File: src/hw/rtl/mtu_probe_binary_search_core_defines.svh
// assertion macros for the path mtu prober
// used by mtu_probe_binary_search_core, expects clk_i and rst_ni in scope
`ifndef MTU_PROBE_BINARY_SEARCH_CORE_DEFINES_SVH
`define MTU_PROBE_BINARY_SEARCH_CORE_DEFINES_SVH

// same-cycle implication
`define MTUPBS_ASSERT_IMPL(lbl, ante, cons, msg) \
  lbl: assert property (@(posedge clk_i) disable iff (!rst_ni) (ante) |-> (cons)) \
    else $error(msg);

// next-cycle implication
`define MTUPBS_ASSERT_NEXT(lbl, ante, cons, msg) \
  lbl: assert property (@(posedge clk_i) disable iff (!rst_ni) (ante) |=> (cons)) \
    else $error(msg);

`endif

File: src/hw/rtl/mtupbs_pkg.sv
// shared types, codes and helpers of the path mtu prober
// no dependencies
package mtupbs_pkg;

  localparam int unsigned CfgIdxW = 3;

  typedef struct packed {
    logic [2:0]  kind;
    logic        send_ok;
    logic        reply_is_response;
    logic [15:0] reply_len;
    logic [31:0] reply_tag;
  } req_t;

  typedef struct packed {
    logic        result_kind;
    logic [15:0] size;
    logic [31:0] tag;
  } res_t;

  typedef struct packed {
    logic [CfgIdxW-1:0] index;
    logic [31:0]        wdata;
  } cfg_t;

  localparam logic [2:0] KIND_START = 3'd0;
  localparam logic [2:0] KIND_SEND  = 3'd1;
  localparam logic [2:0] KIND_REPLY = 3'd2;
  localparam logic [2:0] KIND_WAIT  = 3'd3;
  localparam logic [2:0] KIND_TICK  = 3'd4;

  localparam logic RES_PROBE = 1'b0;
  localparam logic RES_DONE  = 1'b1;

  localparam logic [CfgIdxW-1:0] CFG_MAX_MTU  = 3'd0;
  localparam logic [CfgIdxW-1:0] CFG_IPV6     = 3'd1;
  localparam logic [CfgIdxW-1:0] CFG_PROBE_ID = 3'd2;
  localparam logic [CfgIdxW-1:0] CFG_TRIES    = 3'd3;
  localparam logic [CfgIdxW-1:0] CFG_DEADLINE = 3'd4;

  localparam logic [15:0] RST_MAX_MTU  = 16'd1500;
  localparam logic [3:0]  RST_TRIES    = 4'd6;
  localparam logic [7:0]  RST_DEADLINE = 8'd10;

  localparam logic [15:0] MIN_V4    = 16'd576;
  localparam logic [15:0] MIN_V6    = 16'd1280;
  localparam logic [3:0]  RETRY_SAT = 4'd15;

  // rounded-up midpoint
  function automatic logic [15:0] halve(input logic [15:0] a, input logic [15:0] b);
    logic [16:0] sum;
    sum = {1'b0, a} + {1'b0, b} + 17'd1;
    return sum[16:1];
  endfunction

endpackage

File: src/hw/rtl/mtupbs_if.sv
// valid/ready channel interfaces of the path mtu prober
// depends on mtupbs_pkg
interface mtupbs_req_if;
  logic              valid;
  logic              ready;
  mtupbs_pkg::req_t  data;
  modport source (output valid, output data, input ready);
  modport sink (input valid, input data, output ready);
endinterface

interface mtupbs_res_if;
  logic              valid;
  logic              ready;
  mtupbs_pkg::res_t  data;
  modport source (output valid, output data, input ready);
  modport sink (input valid, input data, output ready);
endinterface

interface mtupbs_cfg_if;
  logic              valid;
  logic              ready;
  mtupbs_pkg::cfg_t  data;
  modport source (output valid, output data, input ready);
  modport sink (input valid, input data, output ready);
endinterface

File: src/hw/rtl/mtu_probe_binary_search_core.sv
// path mtu prober: binary search over probe sizes, one request per cycle unless the result stage stalls
// a request is registered in the input stage, then its result is registered in the result register
// throughput: one request per cycle unless stalled, set by the state update stage
// the input stage stalls only while the result register holds an untaken result
// async active-low reset: search idle, bounds cleared, registers at their defaults
// depends on mtupbs_pkg, mtupbs_if.sv and mtu_probe_binary_search_core_defines.svh
`include "mtu_probe_binary_search_core_defines.svh"

module mtu_probe_binary_search_core (
  input  logic         clk_i,
  input  logic         rst_ni,
  mtupbs_req_if.sink   req_i,
  mtupbs_cfg_if.sink   cfg_i,
  mtupbs_res_if.source res_o
);

  typedef enum logic [1:0] {
    PH_IDLE,
    PH_SEND,
    PH_WAIT
  } phase_e;

  // configuration
  logic [15:0] max_mtu_q;
  logic        ipv6_q;
  logic [31:0] probe_id_q;
  logic [3:0]  max_tries_q;
  logic [7:0]  deadline_q;

  // input stage
  logic              in_vld_q;
  mtupbs_pkg::req_t  in_q;

  // search state
  phase_e      phase_q, phase_d;
  logic [15:0] lb_q, lb_d;
  logic [15:0] ub_q, ub_d;
  logic [15:0] cs_q, cs_d;
  logic [15:0] ls_q, ls_d;
  logic [3:0]  retry_q, retry_d;
  logic [7:0]  elapsed_q, elapsed_d;

  // result stage
  logic              res_vld_q;
  mtupbs_pkg::res_t  res_q;
  mtupbs_pkg::res_t  res_d;

  logic        advance;
  logic        fire;
  logic        emit;
  logic        res_kind;
  logic [15:0] res_size;
  logic [15:0] abs_min;
  logic [15:0] dec_size;
  logic [31:0] reply_expect;
  logic        reply_match;

  assign advance = !res_vld_q || res_o.ready;
  assign fire    = in_vld_q && advance;
  assign req_i.ready = !in_vld_q || advance;
  assign cfg_i.ready = 1'b1;

  assign abs_min      = ipv6_q ? mtupbs_pkg::MIN_V6 : mtupbs_pkg::MIN_V4;
  assign dec_size     = cs_q - 16'd1;
  assign reply_expect = probe_id_q + {16'd0, in_q.reply_len};
  assign reply_match  = (phase_q == PH_WAIT) && in_q.reply_is_response &&
                        (in_q.reply_len <= ub_q) && (in_q.reply_tag == reply_expect);

  always_comb begin
    phase_d   = phase_q;
    lb_d      = lb_q;
    ub_d      = ub_q;
    cs_d      = cs_q;
    ls_d      = ls_q;
    retry_d   = retry_q;
    elapsed_d = elapsed_q;
    emit      = 1'b0;
    res_kind  = mtupbs_pkg::RES_PROBE;
    res_size  = 16'd0;
    unique case (in_q.kind)
      mtupbs_pkg::KIND_START: begin
        lb_d      = abs_min;
        ub_d      = max_mtu_q;
        cs_d      = max_mtu_q;
        ls_d      = max_mtu_q;
        retry_d   = 4'd0;
        elapsed_d = 8'd0;
        emit      = 1'b1;
        if (max_mtu_q <= abs_min) begin
          res_kind = mtupbs_pkg::RES_DONE;
        end else begin
          res_size = max_mtu_q;
        end
      end
      mtupbs_pkg::KIND_SEND: begin
        if (phase_q == PH_SEND) begin
          if (in_q.send_ok) begin
            if (ls_q == cs_q) begin
              if (retry_q < mtupbs_pkg::RETRY_SAT) begin
                retry_d = retry_q + 4'd1;
              end
            end else begin
              retry_d = 4'd0;
              ls_d    = cs_q;
            end
            phase_d = PH_WAIT;
          end else begin
            emit     = 1'b1;
            res_kind = mtupbs_pkg::RES_DONE;
            if (cs_q == ub_q && cs_q != 16'd0) begin
              cs_d = dec_size;
              ub_d = dec_size;
              if (dec_size >= abs_min) begin
                res_kind = mtupbs_pkg::RES_PROBE;
                res_size = dec_size;
              end
            end
          end
        end
      end
      mtupbs_pkg::KIND_REPLY: begin
        if (reply_match) begin
          retry_d = 4'd0;
          emit    = 1'b1;
          if (in_q.reply_len == ub_q) begin
            res_kind = mtupbs_pkg::RES_DONE;
            res_size = in_q.reply_len;
          end else if (in_q.reply_len > lb_q) begin
            lb_d     = in_q.reply_len;
            res_size = mtupbs_pkg::halve(in_q.reply_len,
                                         (in_q.reply_len >= ls_q) ? ub_q : ls_q);
            cs_d     = res_size;
          end else begin
            res_size = mtupbs_pkg::halve(lb_q, ls_q);
            cs_d     = res_size;
          end
        end
      end
      mtupbs_pkg::KIND_WAIT: begin
        if (phase_q == PH_WAIT) begin
          emit = 1'b1;
          if (retry_q >= max_tries_q) begin
            res_kind = mtupbs_pkg::RES_DONE;
            res_size = lb_q;
          end else begin
            res_size = mtupbs_pkg::halve(lb_q, ls_q);
            cs_d     = res_size;
          end
        end
      end
      mtupbs_pkg::KIND_TICK: begin
        if (phase_q == PH_SEND || phase_q == PH_WAIT) begin
          if (elapsed_q >= deadline_q) begin
            emit     = 1'b1;
            res_kind = mtupbs_pkg::RES_DONE;
            res_size = (lb_q == abs_min) ? 16'd0 : lb_q;
          end else begin
            elapsed_d = elapsed_q + 8'd1;
          end
        end
      end
      default: begin
      end
    endcase
    if (emit) begin
      phase_d = (res_kind == mtupbs_pkg::RES_DONE) ? PH_IDLE : PH_SEND;
    end
    res_d.result_kind = res_kind;
    res_d.size        = res_size;
    res_d.tag         = (res_kind == mtupbs_pkg::RES_DONE) ? 32'd0
                                                           : probe_id_q + {16'd0, res_size};
  end

  // configuration registers
  always_ff @(posedge clk_i or negedge rst_ni) begin
    if (!rst_ni) begin
      max_mtu_q   <= mtupbs_pkg::RST_MAX_MTU;
      ipv6_q      <= 1'b0;
      probe_id_q  <= 32'd0;
      max_tries_q <= mtupbs_pkg::RST_TRIES;
      deadline_q  <= mtupbs_pkg::RST_DEADLINE;
    end else if (cfg_i.valid) begin
      unique case (cfg_i.data.index)
        mtupbs_pkg::CFG_MAX_MTU:  max_mtu_q   <= cfg_i.data.wdata[15:0];
        mtupbs_pkg::CFG_IPV6:     ipv6_q      <= cfg_i.data.wdata[0];
        mtupbs_pkg::CFG_PROBE_ID: probe_id_q  <= cfg_i.data.wdata;
        mtupbs_pkg::CFG_TRIES:    max_tries_q <= cfg_i.data.wdata[3:0];
        mtupbs_pkg::CFG_DEADLINE: deadline_q  <= cfg_i.data.wdata[7:0];
        default: begin
        end
      endcase
    end
  end

  // input register
  always_ff @(posedge clk_i or negedge rst_ni) begin
    if (!rst_ni) begin
      in_vld_q <= 1'b0;
    end else if (req_i.ready) begin
      in_vld_q <= req_i.valid;
    end
  end

  always_ff @(posedge clk_i) begin
    if (req_i.valid && req_i.ready) begin
      in_q <= req_i.data;
    end
  end

  // search state and result register
  always_ff @(posedge clk_i or negedge rst_ni) begin
    if (!rst_ni) begin
      phase_q   <= PH_IDLE;
      lb_q      <= 16'd0;
      ub_q      <= 16'd0;
      cs_q      <= 16'd0;
      ls_q      <= 16'd0;
      retry_q   <= 4'd0;
      elapsed_q <= 8'd0;
      res_vld_q <= 1'b0;
    end else begin
      if (fire) begin
        phase_q   <= phase_d;
        lb_q      <= lb_d;
        ub_q      <= ub_d;
        cs_q      <= cs_d;
        ls_q      <= ls_d;
        retry_q   <= retry_d;
        elapsed_q <= elapsed_d;
      end
      if (advance) begin
        res_vld_q <= fire && emit;
      end
    end
  end

  always_ff @(posedge clk_i) begin
    if (fire && emit) begin
      res_q <= res_d;
    end
  end

  assign res_o.valid = res_vld_q;
  assign res_o.data  = res_q;

  `MTUPBS_ASSERT_IMPL(a_done_tag_zero, res_vld_q && res_q.result_kind == mtupbs_pkg::RES_DONE, res_q.tag == 32'd0, "finished result with nonzero tag")
  `MTUPBS_ASSERT_NEXT(a_probe_enters_send, fire && emit && res_kind == mtupbs_pkg::RES_PROBE, phase_q == PH_SEND, "probe issued but not awaiting send result")
  `MTUPBS_ASSERT_NEXT(a_done_goes_idle, fire && emit && res_kind == mtupbs_pkg::RES_DONE, phase_q == PH_IDLE && res_vld_q, "finished search not idle")

endmodule
File: src/flat_wrapper.sv
// flat-port wrapper written by rule: the top's interface ports become plain ports
module mtu_probe_binary_search_core_flat 
  (clk_i, rst_ni, req_i_valid, req_i_data, req_i_ready, cfg_i_valid, cfg_i_data, cfg_i_ready, res_o_valid, res_o_data, res_o_ready);
  mtupbs_req_if req_i_i ();
  mtupbs_cfg_if cfg_i_i ();
  mtupbs_res_if res_o_i ();
  input  logic clk_i;
  input  logic rst_ni;
  input wire logic [$bits(req_i_i.valid)-1:0] req_i_valid;
  input wire logic [$bits(req_i_i.data)-1:0] req_i_data;
  output wire logic [$bits(req_i_i.ready)-1:0] req_i_ready;
  input wire logic [$bits(cfg_i_i.valid)-1:0] cfg_i_valid;
  input wire logic [$bits(cfg_i_i.data)-1:0] cfg_i_data;
  output wire logic [$bits(cfg_i_i.ready)-1:0] cfg_i_ready;
  output wire logic [$bits(res_o_i.valid)-1:0] res_o_valid;
  output wire logic [$bits(res_o_i.data)-1:0] res_o_data;
  input wire logic [$bits(res_o_i.ready)-1:0] res_o_ready;
  assign req_i_i.valid = req_i_valid;
  assign req_i_i.data = req_i_data;
  assign req_i_ready = req_i_i.ready;
  assign cfg_i_i.valid = cfg_i_valid;
  assign cfg_i_i.data = cfg_i_data;
  assign cfg_i_ready = cfg_i_i.ready;
  assign res_o_valid = res_o_i.valid;
  assign res_o_data = res_o_i.data;
  assign res_o_i.ready = res_o_ready;
  mtu_probe_binary_search_core u_core (.clk_i(clk_i), .rst_ni(rst_ni), .req_i(req_i_i), .cfg_i(cfg_i_i), .res_o(res_o_i));
endmodule
File: config.mk
export PLATFORM = sky130hd
export DESIGN_NAME = mtu_probe_binary_search_core_flat
export DESIGN_NICKNAME = d
export VERILOG_FILES = /design/src/hw/rtl/mtupbs_pkg.sv /design/src/hw/rtl/mtupbs_if.sv /design/src/hw/rtl/mtu_probe_binary_search_core.sv /design/src/flat_wrapper.sv
export VERILOG_INCLUDE_DIRS = /design/src /design/src/hw/rtl
export SDC_FILE = /design/constraint.sdc
export NUM_CORES = 1
export LEC_CHECK = 0
export BUFFER_PORTS_ARGS = -buffer_cell sky130_fd_sc_hd__buf_2
export CAP_MARGIN = 20
export CORE_ASPECT_RATIO = 1.75
export CORE_MARGIN = 5
export CORE_UTILIZATION = 24
export CTS_CLUSTER_DIAMETER = 120
export DETAILED_ROUTE_END_ITERATION = 10
export PLACE_DENSITY = 0.47
export SETUP_SLACK_MARGIN = 0.02
export SLEW_MARGIN = 10
export SYNTH_ARGS = -nofsm -noshare
export SYNTH_HDL_FRONTEND = slang
export SYNTH_SLANG_ARGS = --single-unit
File: constraint.sdc
create_clock -name clk_i -period 9.3 [get_ports clk_i]
set_input_delay 1.86 -clock clk_i [delete_from_list [all_inputs] [get_ports clk_i]]
set_output_delay 1.86 -clock clk_i [all_outputs]
set_load 0.02 [all_outputs]
==> results of run 1 <==
Yosys cell counts, drive strengths merged (22+ instances only):
library cell	instances
xnor2	70
xor2	73
nand3	42
nor3	44
buf	27
edfxtp	102
nand4	45
nor2	170
a21oi	102
nand2	166
o21ai	130
a31oi	31
or3	22
a21o	34
clkbuf	63
a211oi	24
mux2i	26
inv	104
mux2	64
nor4	28
ha	137
dfrtp	130
sequential cells by signal (all words and copies together) (netlist names):
signal / cells
u_core.ub_q: 16
u_core.elapsed_q: 8
u_core.probe_id_q: 32
u_core.deadline_q: 8
u_core.cs_q: 16
u_core.max_mtu_q: 16
u_core.res_o.data: 49
u_core.res_o.valid: 1
u_core.phase_q: 2
u_core.in_q: 53
u_core.ls_q: 16
u_core.ipv6_q: 1
u_core.retry_q: 4
u_core.max_tries_q: 4
u_core.lb_q: 16
u_core.in_vld_q: 1
path summary, 6_finish.rpt:
path / end / slack [ns] / depth (start not counted) / from
max reg2reg: u_core.res_o.data[24]$_SDFFCE_PP0P_ / 1.21 / 26 / u_core.in_q[36]$_DFFE_PP_
max: u_core.res_o.data[24]$_SDFFCE_PP0P_ / 1.21 / 26 / u_core.in_q[36]$_DFFE_PP_
min in group asynchronous: u_core.lb_q[2]$_DFFE_PN0P_ / 1.33 / 1 / rst_ni
min reg2reg: u_core.max_tries_q[3]$_DFFE_PN0P_ / 0.52 / 1 / u_core.max_tries_q[3]$_DFFE_PN0P_
max in group asynchronous: u_core.probe_id_q[13]$_DFFE_PN0P_ / 6.51 / 2 / rst_ni
min: u_core.max_tries_q[3]$_DFFE_PN0P_ / 0.52 / 1 / u_core.max_tries_q[3]$_DFFE_PN0P_
metal layers:
| metal | part of all wire | global-route usage | vias to the layer above |
|---|---|---|---|
| li1 | - | - | 7302 |
| met3 | 0.043 | 0.01752 | 207 |
| met5 | 0 | 0 | - |
| met2 | 0.53 | 0.3531 | 613 |
| met4 | 0.076 | 0.1177 | 0 |
| met1 | 0.35 | 0.1879 | 7678 |
critical path, stage by stage (launching register included):
cell,delay (ns)
edfxtp_1,0.61
ha_1,0.51
a21o_1,0.28
a222oi_1,0.59
and4_1,0.28
nand4_1,0.11
nor4_1,0.59
nand4_1,0.25
or3_1,0.35
nor3_1,0.20
nand4_1,0.13
buf_4,0.25
o21ai_0,0.41
ha_1,0.27
inv_1,0.06
fa_1,0.37
nor2b_1,0.16
o21ai_0,0.23
a21oi_1,0.44
a211oi_1,0.13
buf_4,0.18
o31a_1,0.32
a211o_1,0.38
or2_2,0.34
nor2_1,0.14
xnor2_1,0.14
nor2_1,0.05
metrics by stage:
stage                     total power (W)    util  instances  hold WS, ns
final                            0.005208  0.2780       2993       0.5186
after global placement           0.004131  0.2668       2944       0.4931
after global routing             0.005498  0.2780       2992       0.5420
after detailed placement         0.004138  0.2668       2944       0.5027
after floorplan                  0.003258       -       1923       0.4776
after CTS                        0.005211  0.2780       2992       0.5189
cell families after synthesis:
family / Yosys count
multiplexers: 90
XOR/XNOR: 144
adder cells (fa/ha/maj): 141
AND/OR/NAND/NOR: 622
other: 1
buffers and inverters: 194
flip-flops: 243
AO/OA/AOI/OAI: 488
power breakdown:
group          switching [W]  internal [W]
logic                0.00154      0.000936
registers           0.000351       0.00133
clock network       0.000516      0.000537
layout make-up:
class	instances	area, sq um	share of cell area
multi-input cells	1486	10340	0.5089
clock inverters	17	140.1	0.006894
flip-flops and latches	243	6605	0.3250
well taps	931	1165	0.05731
inverters	104	390.4	0.01921
clock buffers	31	679.4	0.03343
repair buffers	180	999.7	0.04918
diodes	1	2.502	0.0001231
==> run metrics, run 1 <==
Tot GR Track Use=0.1837; xor and xnor area share after synthesis=0.07203; Worst Slack Setup Final=between 1 and 1.5 ns; leak pwr=8.388 nW; worst skew pair latency=around 0.60 ns; Final Skew=about 0.038 ns; Cells after Synth=1,923; worst relative slew slack=0.3548; synthesis-to-layout area growth=14.83%; Post-DP Area=between 0.015 and 0.02 sq mm; #FFs+latches synth=~240; largest family of logic cells by synthesized area=compound AO/OA/AOI/OAI gates; number of port buffers=around 140; starting density of the core=0.2421; critical path type=flop to flop; Mean Syn Cell Area=between 9 and 10 sq um; setup bufs post-CTS=0; Synth Area in Simple Gates=0.1709; worst hold path class=flop to flop; 1st-iter DRT viols=913; vias in the first global route=16,232; syn_nets=between 2,000 and 2,500; WL final=76.08 mm; post-synthesis mux area share=0.05542; Routed Antenna Nets=0; sequential fraction of the synthesis area=0.3732; Synth Area in Adders=0.1014; CP endpoint kind=flop; die span in x=~220 microns; net count reported at finish=~2,300; Routability Congestion=slightly above 1; worst slew pin tran=0.9605 ns; Tcrit/Tclk final=0.8696; layout cells sized above 1=0.1621; post-synth cell types=between 90 and 100; cts bufs inserted=26; Post-synth ARST share=0.5802; largest net degree at the start of global routing=83; Yosys top cell area share=0.1838; Pwr per Cell Area=between 200 and 300 mW/mm^2; die area=around 0.079 sq mm; Post-synth EDFFs=a little over 100; H-tree levels=1; most frequent cells in the layout=nor2_1 (169), nand2_1 (166), buf_2 (142); final hold vios=0; Yosys top cell by area=dfrtp_1; min cycle time layout=8.088 ns; top cells by area, synth=dfrtp_1 (18%), edfxtp_1 (17%), ha_1 (9.7%); CTS tree=yes; Vias=between 15,000 and 20,000; fillers=~7,900; Worst-path clk slew=0.07 ns; FMAX=~120 MHz; unrepaired setup endpoints after global routing=no; Num Clock Sinks=approximately 240; deepest clock path buffer count=3; design area=between 0.02 and 0.025 sq mm; Max Cap Viol=0; Ys Warns=0; Synth Flop Type=dfrtp_1; Worst IR Drop VDD=147.9 uV; Overflow after GRT=0; worst endpoint required time=around 9.6 ns; CP Data Arrival Time=8.40 ns; antenna violations before repair=0; Synth Area in Compound Gates=0.1819; Slew Viols, Final=0; wire length of the first global-routing pass=109.6 mm; drt first pass iters=5; pre-CTS setup slack=1.486 ns; Hold Buf Count CTS=0; status=complete, no violations; Via density=~5.3; Remaining DRCs=0; setup TNS=0 ns; mapped cell area=0.01770 sq mm; Core ar.=approximately 0.073 sq mm; Worst Setup Start Kind=flop; Root Buffer=clkbuf_16; cts repair resizes=0; hpwl dp=between 60 and 70 mm; Max FO, Critical Path=12; DR WL/cell=between 20 and 30 microns; IO Pins=roughly 150; Die Ht=around 370 microns; commonest non-fill, non-tap cell in the layout=nor2_1; # setup viols final=0; Cell Rows=about 130
Note: power is estimated with default switching activity, not from simulation.
==> run 2: changes to the inputs <==
==> constraint.sdc (replaced) <==
create_clock -name clk_i -period 10.1 [get_ports clk_i]
set_input_delay 2.02 -clock clk_i [delete_from_list [all_inputs] [get_ports clk_i]]
set_output_delay 2.02 -clock clk_i [all_outputs]
set_load 0.02 [all_outputs]
==> run 2 against run 1 <==
  * Sequential cell count is the same
  * Design area is essentially flat
  * Clock power is essentially flat
  * Critical path depth grew 1
  * Die area is the same
  * Clock skew grew 0.0032 ns
  * Global-route usage grew 0.12 points
  * Setup slack gained 0.34 ns
  * Combinational power shrank 7%
  * Non-clock buffer count shrank 6
  * Largest power group unchanged
==> run metrics, run 2 (synthesized netlist as in run 1, its figures left out) <==
FMAX=117.0 MHz (-5.3%); CP endpoint kind=flop; Die Ht=369.3 microns (unchanged); wire length of the first global-routing pass=110.4 mm (+0.79%); Hold Buf Count CTS=0 (unchanged); Overflow after GRT=0 (unchanged); Routability Congestion=1.013 (-0.94%); CTS tree=yes; hpwl dp=61.56 mm (+0.47%); # setup viols final=0 (unchanged); switching share of power=0.4554 (-0.006096); Routed Antenna Nets=0 (unchanged); Worst-path clk slew=0.07 ns (about the same); Worst R2R Start=u_core.in_q[46]$_DFFE_PP_; leak pwr=8.384 nW (about the same); Largest register FFs=53 (unchanged); total power draw=0.004877 W (-6.4%); synthesis-to-layout area growth=14.93% (about the same); net count reported at finish=2,270 (-0.22%); drt first pass iters=6 (+1); Worst R2R Setup Slack=1.56 ns (+0.34 ns); antenna violations before repair=0 (unchanged); crit-path max cell delay=0.79 ns (+0.18 ns); largest net degree at the start of global routing=83 (unchanged); Tot GR Track Use=0.1849 (+0.001221); worst slew pin tran=1.003 ns (+0.04268 ns); Tcrit/Tclk final=0.8459 (-0.02375); Max FO, Critical Path=31 (+19); worst endpoint required time=10.41 ns (+0.80 ns); Root Buffer=clkbuf_16; DR WL/cell=25.71 microns (+1.1%); Via density=5.285 (+0.12%); CP Data Arrival Time=8.85 ns (+0.45 ns); Vias=15,793 (-0.044%); Max Cap Viol=0 (unchanged); Worst Hold Endpoint=u_core.deadline_q[1]$_DFFE_PN1P_; Layout Utilization=0.2783 (about the same); Core ar.=0.07310 sq mm (unchanged); die span in x=215.3 microns (unchanged); worst hold margin=0.5121 ns (-0.006532 ns); worst skew pair latency=0.60 ns (about the same); Worst IR Drop VDD=137.5 uV (-7.0%); Final Skew=0.04117 ns (+0.003233 ns); number of port buffers=143 (unchanged); unrepaired setup endpoints after global routing=no; CP delay by family, top=simple AND/OR/NAND/NOR gates; Num Clock Sinks=243 (unchanged); hold path cells=2 (+1); Post-DP Area=0.01946 sq mm (-0.23%); crit-path most repeated cell=o21ai_0; critical path type=flop to flop; cts repair resizes=0 (unchanged); deepest clock path buffer count=3 (unchanged); Largest Register=u_core.in_q; vias in the first global route=16,194 (-0.23%); Slew Viols, Final=0 (unchanged); cts bufs inserted=27 (+3.8%); worst hold path class=flop to flop; setup TNS=0 ns (unchanged); commonest non-fill, non-tap cell in the layout=nor2_1; Psw=0.002221 W (-7.6%); layout cells sized above 1=0.1595 (-0.002602); Remaining DRCs=0 (unchanged); CP Buf/Inv Count=0 (-3); most frequent cells in the layout=nor2_1 (169), nand2_1 (166), buf_2 (142); Crit-path slowest cell=nor4_1; min cycle time layout=8.543 ns (+0.4558 ns); IO Pins=145 (unchanged); r2r endpoint=u_core.res_o.data[24]$_SDFFCE_PP0P_; setup bufs post-CTS=0 (unchanged); fillers=7,824 (-1.1%); worst relative slew slack=0.3312 (-0.02352); 1st-iter DRT viols=1,222 (+34%); Pwr per Cell Area=239.7 mW/mm^2 (-6.4%); die area=0.07950 sq mm (unchanged); status=complete, no violations; Clock Power Share=0.212 (+0.010); WL final=76.82 mm (+0.97%); power share of the sequential group=0.319 (-0.004); hold wc startpoint=u_core.deadline_q[1]$_DFFE_PN1P_; WP depth=27 (+3.8%); Antenna diodes=0 (-1); H-tree levels=1 (unchanged); Worst Setup Start Kind=flop; internal cell power=0.002656 W (-5.3%); design area=0.02034 sq mm (about the same); Cell Rows=131 (unchanged); starting density of the core=0.2421 (unchanged); Reg2Reg Depth=27 (+3.8%); combinational power share=0.469 (-0.006); final hold vios=0 (unchanged)
-- run 2: cell types whose count changed in the layout (fill, tap and decap cells not counted), sizes merged --
cell,previous run,this run
diode,1,0
bufinv,0,3
inv,110,107
clkinvlp,3,5
buf,180,174
clkbuf,31,30
clkinv,8,9
-- run 2: worst max path at each step --
stage	from	endpoint	slack [ns]
floorplan	u_core.in_q[45]$_DFFE_PP_	u_core.res_o.data[21]$_SDFFCE_PP0P_	3.77
global placement	u_core.in_q[45]$_DFFE_PP_	u_core.res_o.data[13]$_SDFFCE_PP0P_	1.79
detailed placement	u_core.in_q[46]$_DFFE_PP_	u_core.res_o.data[23]$_SDFFCE_PP0P_	1.66
CTS	u_core.in_q[46]$_DFFE_PP_	u_core.res_o.data[23]$_SDFFCE_PP0P_	1.64
global route	u_core.in_q[46]$_DFFE_PP_	u_core.res_o.data[23]$_SDFFCE_PP0P_	1.18
finish	u_core.in_q[46]$_DFFE_PP_	u_core.res_o.data[24]$_SDFFCE_PP0P_	1.56
-- run 2: final cells by class --
cell class | instances | area [sq um] | area share
inverters | 104 | 390.4 | 0.01919
clock buffers | 30 | 686.9 | 0.03377
repair buffers | 174 | 954.7 | 0.04693
flip-flops and latches | 243 | 6605 | 0.3247
multi-input cells | 1486 | 10340 | 0.5085
well taps | 931 | 1165 | 0.05726
clock inverters | 20 | 197.7 | 0.009718
-- run 2: stage by stage --
stage	worst slack, ns	std cells
2_1_floorplan	3.775	1923
3_3_place_gp	1.794	2938
3_5_place_dp	1.658	2938
4_1_cts	1.641	2988
5_1_grt	1.177	2988
6_report	1.557	2988
-- run 2: per-layer routing --
layer  up-vias  part of all wire  global-route usage
li1       7269                 -                   -
met1      7741              0.35              0.1906
met2       581              0.54              0.3551
met3       202             0.040             0.01801
met4         0             0.074              0.1150
met5         -                 0                   0
-- run 2: worst reg2reg max path: stages (launching register included) --
cell	delay, ns
edfxtp_1	0.55
ha_1	0.35
nand2_1	0.10
nor4_1	0.79
or4b_1	0.54
and2_1	0.20
nand2_1	0.67
o21ai_0	0.19
ha_1	0.28
or3_1	0.38
a31oi_1	0.15
a21oi_1	0.17
xnor2_1	0.31
nor2_1	0.12
a211o_1	0.30
o21ai_0	0.06
o21ai_0	0.18
ha_1	0.37
nor2b_1	0.17
o21ai_0	0.21
a21oi_1	0.48
a211oi_1	0.29
o31a_1	0.38
a211o_1	0.39
or2_2	0.34
nor2_1	0.12
xnor2_1	0.12
nor2_1	0.05
-- run 2: power groups by stage --
stage	Combinational, W	Clock (W)	Sequential, W
floorplan	0.00163	0	0.00137
global placement	0.00224	0	0.00157
detailed placement	0.00225	0	0.00157
CTS	0.00226	0.00106	0.00155
global route	0.00248	0.00110	0.00157
finish	0.00229	0.00103	0.00156
